### config.mk
export PLATFORM = sky130hd
export DESIGN_NAME = rmq_front
export DESIGN_NICKNAME = d
export VERILOG_FILES = /design/src/design/rmq_pkg.sv /design/src/design/rmq_front.sv
export SDC_FILE = /design/constraint.sdc
export NUM_CORES = 2
export LEC_CHECK = 0
export ABC_AREA = 1
export BUFFER_PORTS_ARGS = -buffer_cell sky130_fd_sc_hd__buf_2
export CORE_ASPECT_RATIO = 0.5
export CORE_MARGIN = 3
export CORE_UTILIZATION = 30
export CTS_CLUSTER_DIAMETER = 120
export DETAILED_ROUTE_END_ITERATION = 7
export SLEW_MARGIN = 20
export SYNTH_ARGS = -nofsm -noshare
export SYNTH_HDL_FRONTEND = slang
export SYNTH_SLANG_ARGS = --single-unit
### constraint.sdc
create_clock -name clk -period 13 [get_ports clk]
set_input_delay 0 -clock clk [delete_from_list [all_inputs] [get_ports clk]]
set_output_delay 0 -clock clk [all_outputs]
set_load 0.01 [all_outputs]
### src/design/rmq_pkg.sv
// ----------------------------------------------------------------------------
// Rotation matrix to quaternion: shared package
// Fixed-point format, field widths, the branch code and the item types that
// travel between the front (classify + queue) and the back (arithmetic).
// ----------------------------------------------------------------------------
`default_nettype none

package rmq_pkg;

  // Number format: signed Q2.30 on every port field.
  localparam int unsigned FRAC_BITS = 30;
  localparam int unsigned IN_W      = 32;
  localparam int unsigned N_IN      = 9;
  localparam int unsigned IN_TDATA_W = N_IN * IN_W;

  // Off-diagonal sums and differences need one more bit than an input.
  localparam int unsigned NUM_W = IN_W + 1;
  // A positive radicand stays below 2^33.
  localparam int unsigned RAD_W = 33;

  // Square root unit: 64-bit radicand, 32-bit root, one root bit per stage.
  localparam int unsigned SQ_IN_W   = 64;
  localparam int unsigned ROOT_W    = 32;
  localparam int unsigned SQ_STAGES = ROOT_W;

  // Divider: 33-bit magnitude and divisor, 32 quotient bits, one per stage.
  localparam int unsigned Q_W       = 32;
  localparam int unsigned DIV_D_W   = 33;
  localparam int unsigned DIV_STEPS = Q_W;

  // Squared norm.
  localparam int unsigned SQR_W  = 2 * Q_W - 1;
  localparam int unsigned NORM_W = 64;

  localparam int unsigned OUT_TDATA_W = 4 * Q_W;
  localparam int unsigned OUT_TUSER_W = 3;

  localparam logic signed [Q_W-1:0] Q_MAX = {1'b0, {(Q_W-1){1'b1}}};
  localparam logic signed [Q_W-1:0] Q_MIN = {1'b1, {(Q_W-1){1'b0}}};
  localparam logic signed [Q_W-1:0] Q_ONE = Q_W'(1) << FRAC_BITS;
  localparam logic [NORM_W-1:0] NORM_UNIT = NORM_W'(1) << (2 * FRAC_BITS);

  // Which Shepperd branch produced the quaternion.
  typedef enum logic [1:0] {
    BR_TRACE = 2'd0,
    BR_X     = 2'd1,
    BR_Y     = 2'd2,
    BR_Z     = 2'd3
  } branch_t;

  // Classified item: radicand, the three numerators in ascending component
  // order (the component taken from the root is skipped), branch and flag.
  typedef struct packed {
    logic [RAD_W-1:0]            rad;
    logic [2:0][NUM_W-1:0]       num;
    branch_t                     branch;
    logic                        bad;
  } fe_item_t;

  // Head of the queue as seen by the back end.
  typedef struct packed {
    logic     valid;
    fe_item_t item;
  } fe_head_t;

endpackage

`default_nettype wire

### src/design/rmq_front.sv
// ----------------------------------------------------------------------------
// Rotation matrix to quaternion: front end
// Picks the branch, forms the radicand and the numerators, and queues the
// classified item for the back end in a two-entry queue.
// ----------------------------------------------------------------------------
`default_nettype none

module rmq_front (
  input  wire logic                             clk,
  input  wire logic                             rst_n,
  input  wire logic                             in_valid,
  output logic                                  in_ready,
  input  wire logic [rmq_pkg::IN_TDATA_W-1:0]   in_data,
  input  wire logic                             pop,
  output rmq_pkg::fe_head_t                     head
);

  localparam int unsigned IW    = rmq_pkg::IN_W;
  localparam int unsigned NW    = rmq_pkg::NUM_W;
  localparam int unsigned SW    = IW + 4;
  localparam int unsigned QD    = 2;
  localparam int unsigned PTR_W = $clog2(QD);
  localparam int unsigned CNT_W = $clog2(QD + 1);
  localparam logic signed [SW-1:0] ONE_S = SW'(1) << rmq_pkg::FRAC_BITS;

  logic signed [IW-1:0] ix, iy, iz, jx, jy, jz, kx, ky, kz;
  logic signed [SW-1:0] xi, yj, zk, trace, rad;
  logic [NW-1:0]        d_jz_ky, d_kx_iz, d_iy_jx, s_jx_iy, s_iz_kx, s_ky_jz;
  rmq_pkg::fe_item_t    item;
  logic                 push;

  rmq_pkg::fe_item_t    mem_r [QD];
  logic [PTR_W-1:0]     wr_ptr_r, rd_ptr_r;
  logic [CNT_W-1:0]     cnt_r, cnt_nxt;

  // Unpack the nine matrix elements.
  assign ix = in_data[0*IW +: IW];
  assign iy = in_data[1*IW +: IW];
  assign iz = in_data[2*IW +: IW];
  assign jx = in_data[3*IW +: IW];
  assign jy = in_data[4*IW +: IW];
  assign jz = in_data[5*IW +: IW];
  assign kx = in_data[6*IW +: IW];
  assign ky = in_data[7*IW +: IW];
  assign kz = in_data[8*IW +: IW];

  assign xi    = SW'(ix);
  assign yj    = SW'(jy);
  assign zk    = SW'(kz);
  assign trace = xi + yj + zk + ONE_S;

  // Off-diagonal sums and differences, exact in one extra bit.
  assign d_jz_ky = NW'(jz) - NW'(ky);
  assign d_kx_iz = NW'(kx) - NW'(iz);
  assign d_iy_jx = NW'(iy) - NW'(jx);
  assign s_jx_iy = NW'(jx) + NW'(iy);
  assign s_iz_kx = NW'(iz) + NW'(kx);
  assign s_ky_jz = NW'(ky) + NW'(jz);

  // Branch choice: trace first, then the largest diagonal by strict compares.
  always_comb begin
    if (!trace[SW-1] && (trace != '0)) begin
      item.branch = rmq_pkg::BR_TRACE;
      rad         = trace;
      item.num    = {d_iy_jx, d_kx_iz, d_jz_ky};
    end else if ((ix > jy) && (ix > kz)) begin
      item.branch = rmq_pkg::BR_X;
      rad         = ONE_S + xi - yj - zk;
      item.num    = {d_jz_ky, s_iz_kx, s_jx_iy};
    end else if (jy > kz) begin
      item.branch = rmq_pkg::BR_Y;
      rad         = ONE_S + yj - xi - zk;
      item.num    = {d_kx_iz, s_ky_jz, s_jx_iy};
    end else begin
      item.branch = rmq_pkg::BR_Z;
      rad         = ONE_S + zk - xi - yj;
      item.num    = {d_iy_jx, s_ky_jz, s_iz_kx};
    end
    item.rad = rad[rmq_pkg::RAD_W-1:0];
    item.bad = rad[SW-1] || (rad == '0);
  end

  // Two-entry queue between the front and the back.
  assign in_ready = (cnt_r != CNT_W'(QD));
  assign push     = in_valid && in_ready;

  always_comb begin
    cnt_nxt = cnt_r;
    if (push && !pop) begin
      cnt_nxt = cnt_r + 1'b1;
    end else if (pop && !push) begin
      cnt_nxt = cnt_r - 1'b1;
    end
  end

  always_ff @(posedge clk) begin
    if (!rst_n) begin
      wr_ptr_r <= '0;
      rd_ptr_r <= '0;
      cnt_r    <= '0;
    end else begin
      cnt_r <= cnt_nxt;
      if (push) begin
        wr_ptr_r <= wr_ptr_r + 1'b1;
      end
      if (pop) begin
        rd_ptr_r <= rd_ptr_r + 1'b1;
      end
    end
  end

  always_ff @(posedge clk) begin
    if (push) begin
      mem_r[wr_ptr_r] <= item;
    end
  end

  assign head.valid = (cnt_r != '0);
  assign head.item  = mem_r[rd_ptr_r];

  // The queue never holds more than its depth.
  a_cnt_bound: assert property (@(posedge clk) disable iff (!rst_n)
    cnt_r <= CNT_W'(QD))
    else $error("queue count above depth");

  // The back end only takes an item that is there.
  a_pop_nonempty: assert property (@(posedge clk) disable iff (!rst_n)
    pop |-> (cnt_r != '0))
    else $error("pop from empty queue");

endmodule

`default_nettype wire

==> results_dict.tcl <==
set metrics [dict create \
    outcome "finished clean" \
    async_reset_ff_frac 0 \
    initial_core_util 0.3050 \
    routed_via_density 4.985 \
    detailed_place_hpwl_um 135300 \
    vias 38288 \
    gp_congestion 1.011 \
    required_ns 13.32 \
    cts_resized 0 \
    reg2reg_depth 5 \
    ctsLongestPathBuffers 3 \
    setup_viol 0 \
    synth-seq-cells 275 \
    fmax_ghz 0.1693 \
    drt_iter0_markers 3331 \
    place_area_um2 44460 \
    drc_errors 0 \
    h-tree-depth 2 \
    powerDensity_nw_per_um2 130.0 \
    grt_overflow_total 0 \
    power_uw 5935 \
    ir_worst_vdd_mv 0.09263 \
    multi_input_area_um2 28080 \
    yosysWarnings 0 \
    cp-end-kind "flip-flop" \
    synth_edf_count 270 \
    cts.sink_count 275 \
    fillerInstances 14308 \
    hold_ws_ns 0.07999 \
    yosysSeqAreaShare 0.2027 \
    holdBufCountCts 7 \
    wl_per_cell_um 20.53 \
    clkTransAtPathRegs_ns 0.06 \
    start_kind "primary input" \
    portBuffers 428 \
    seqCellArea_um2 8212 \
    grt_pass1_vias 37625 \
    die-area_um2 139700 \
    fin_nets 6931 \
    syn_avg_cell_area_um2 7.339 \
    crit_type "in2reg" \
    maxSlewHeadroom 0.3229 \
    period_minus_slack_ns 5.907 \
    core_um2 132800 \
    postLayoutCellArea_um2 45640 \
    syn_inst 5519 \
    min_path_type "in2reg" \
    synth_cell_types 61 \
    drtAntennaViolNets 0 \
    final_cell_mix "nand2_1, inv_1, ha_1" \
    insertion_delay_ns 0.57 \
    ys.flop_type "edfxtp_1" \
    drive_gt1_frac 0.1118 \
    hold_viol 0 \
    die_w_um 525.6 \
    grtUsageTotal 0.2159 \
    numCtsBuffers 34 \
    io_pins 429 \
    hold_depth 4 \
    first_pass_iters 8 \
    wl_um 157600 \
    crit_arrival_ns 6.22 \
    rows 94 \
    final_common_cell "nand2_1" \
    slew_violations 0 \
    clock_skew_ns 0.04224 \
    syn2layout_area_growth_pct 12.68 \
    fin_tns_setup_ns 0 \
    post-cts-setup-buffers 0 \
    tightest_slew_ns 1.016 \
    post-route-period-util 0.4543 \
    root_buffer "clkbuf_16" \
    grt_setup_unrepaired "false" \
    grt_max_degree 133 \
    fin_util 0.3437 \
    cts_tree "built" \
    path_max_fanout 54 \
    antenna_found_initial 38 \
    drv_cap 0 \
    synth_area_um2 40500 \
    grt_pass1_wl_um 230600 \
    synth_fp_nets 6584 \
    die_h_um 265.8 \
    p_leak_uw 0.02289 \
]
cells in the mapped netlist (16+ instances only):
| library cell | n | area [um2] |
|---|---|---|
| nor2_1 | 497 | 1866 |
| o21ai_0 | 256 | 1281 |
| nand4_1 | 58 | 362.9 |
| o211ai_1 | 21 | 157.7 |
| edfxtp_1 | 270 | 8108 |
| o21bai_1 | 41 | 307.8 |
| ha_1 | 635 | 7945 |
| a21boi_0 | 17 | 127.6 |
| xnor2_1 | 22 | 192.7 |
| xor2_1 | 198 | 1734 |
| a31oi_1 | 35 | 219.0 |
| nand2_1 | 1105 | 4148 |
| o221ai_1 | 16 | 140.1 |
| o22ai_1 | 17 | 106.4 |
| o21a_1 | 20 | 150.1 |
| nor4_1 | 18 | 112.6 |
| buf_2 | 26 | 130.1 |
| nor3_1 | 72 | 360.4 |
| a221oi_1 | 30 | 262.8 |
| clkbuf_1 | 104 | 390.4 |
| nand3b_1 | 22 | 165.2 |
| mux2_2 | 135 | 1520 |
| inv_1 | 964 | 3618 |
| fa_1 | 138 | 2763 |
| a21o_1 | 24 | 180.2 |
| nand3_1 | 247 | 1236 |
| a21oi_1 | 437 | 2187 |
sequential cells by signal, summed over array words and instances, names as in the netlist, named ones only:
name / flops
rd_ptr_r: 1
mem_r: 270
cnt_r: 2
wr_ptr_r: 1
power breakdown:
part | leakage (uW) | internal (uW) | switching (uW)
sequential | 0.00255 | 1320 | 34.8
clock | 0.000517 | 514 | 385
combinational | 0.0198 | 1150 | 2540
critical path: stages:
cell and delay [ns]:
buf_2 0.15, inv_1 0.13, fa_1 0.56, inv_1 0.09, ha_1 0.28, ha_1 0.26, fa_1 0.51, nand3_1 0.14
nand2_1 0.11, nand2_1 0.07, nand2_1 0.11, nand2_1 0.11, nand2_1 0.08, nand2_1 0.08, o211ai_1 0.10, xor2_1 0.16
inv_1 0.71, nand2_4 0.37, inv_4 0.62, nor2_8 0.21, inv_2 0.51, a221oi_1 0.16, dlygate4sd3_1 0.62
area by class of cell:
type / count / area share
tap: 1776 / 0.04869
clock buffer: 43 / 0.01938
sequential: 275 / 0.1799
antenna: 17 / 0.0009321
clock inverter: 14 / 0.003921
multi-input combinational: 4130 / 0.6153
timing repair buffer: 451 / 0.05165
inverter: 974 / 0.08016
logic make-up (layout without fill, tap and decap cells):
kind of cell / after synthesis / count (layout) / share of synthesized area
adders and majority gates: 773 / 773 / 0.2644
AOI/OAI and AO/OA: 956 / 956 / 0.1343
buffers and inverters: 1114 / 1482 / 0.1049
muxes: 136 / 136 / 0.03778
and+or+nand+nor: 2045 / 2045 / 0.2083
DFF: 275 / 275 / 0.2027
xor gates and xnor gates: 220 / 220 / 0.04757
other: 0 / 17 / 0
path summary, 6_finish.rpt:
path                          from                      end  slack, ns
max                     in_data[2]   mem_r[1][69]$_DFFE_PP_       7.09
max reg2reg  cnt_r[0]$_SDFFE_PN0P_  mem_r[0][108]$_DFFE_PP_      10.85
min reg2reg  cnt_r[0]$_SDFFE_PN0P_    cnt_r[0]$_SDFFE_PN0P_       0.45
min                   in_data[160]   mem_r[1][36]$_DFFE_PP_       0.08
per-stage QoR:
step	instances	worst slack (ns)
final	7680	7.093
after global routing	7678	6.680
after CTS	7663	7.187
after detailed placement	7599	6.843
after global placement	7599	6.917
after floorplan	5519	6.124
per-layer routing:
| metal | vias up | global-route usage | wire (um) |
|---|---|---|---|
| li1 | 18656 | - | - |
| met1 | 18138 | 0.2701 | 66380 |
| met2 | 1253 | 0.3880 | 77850 |
| met3 | 237 | 0.01714 | 7522 |
| met4 | 4 | 0.08056 | 5873 |
| met5 | - | 0 | 21 |
Note: power is estimated with default switching activity, not from simulation.
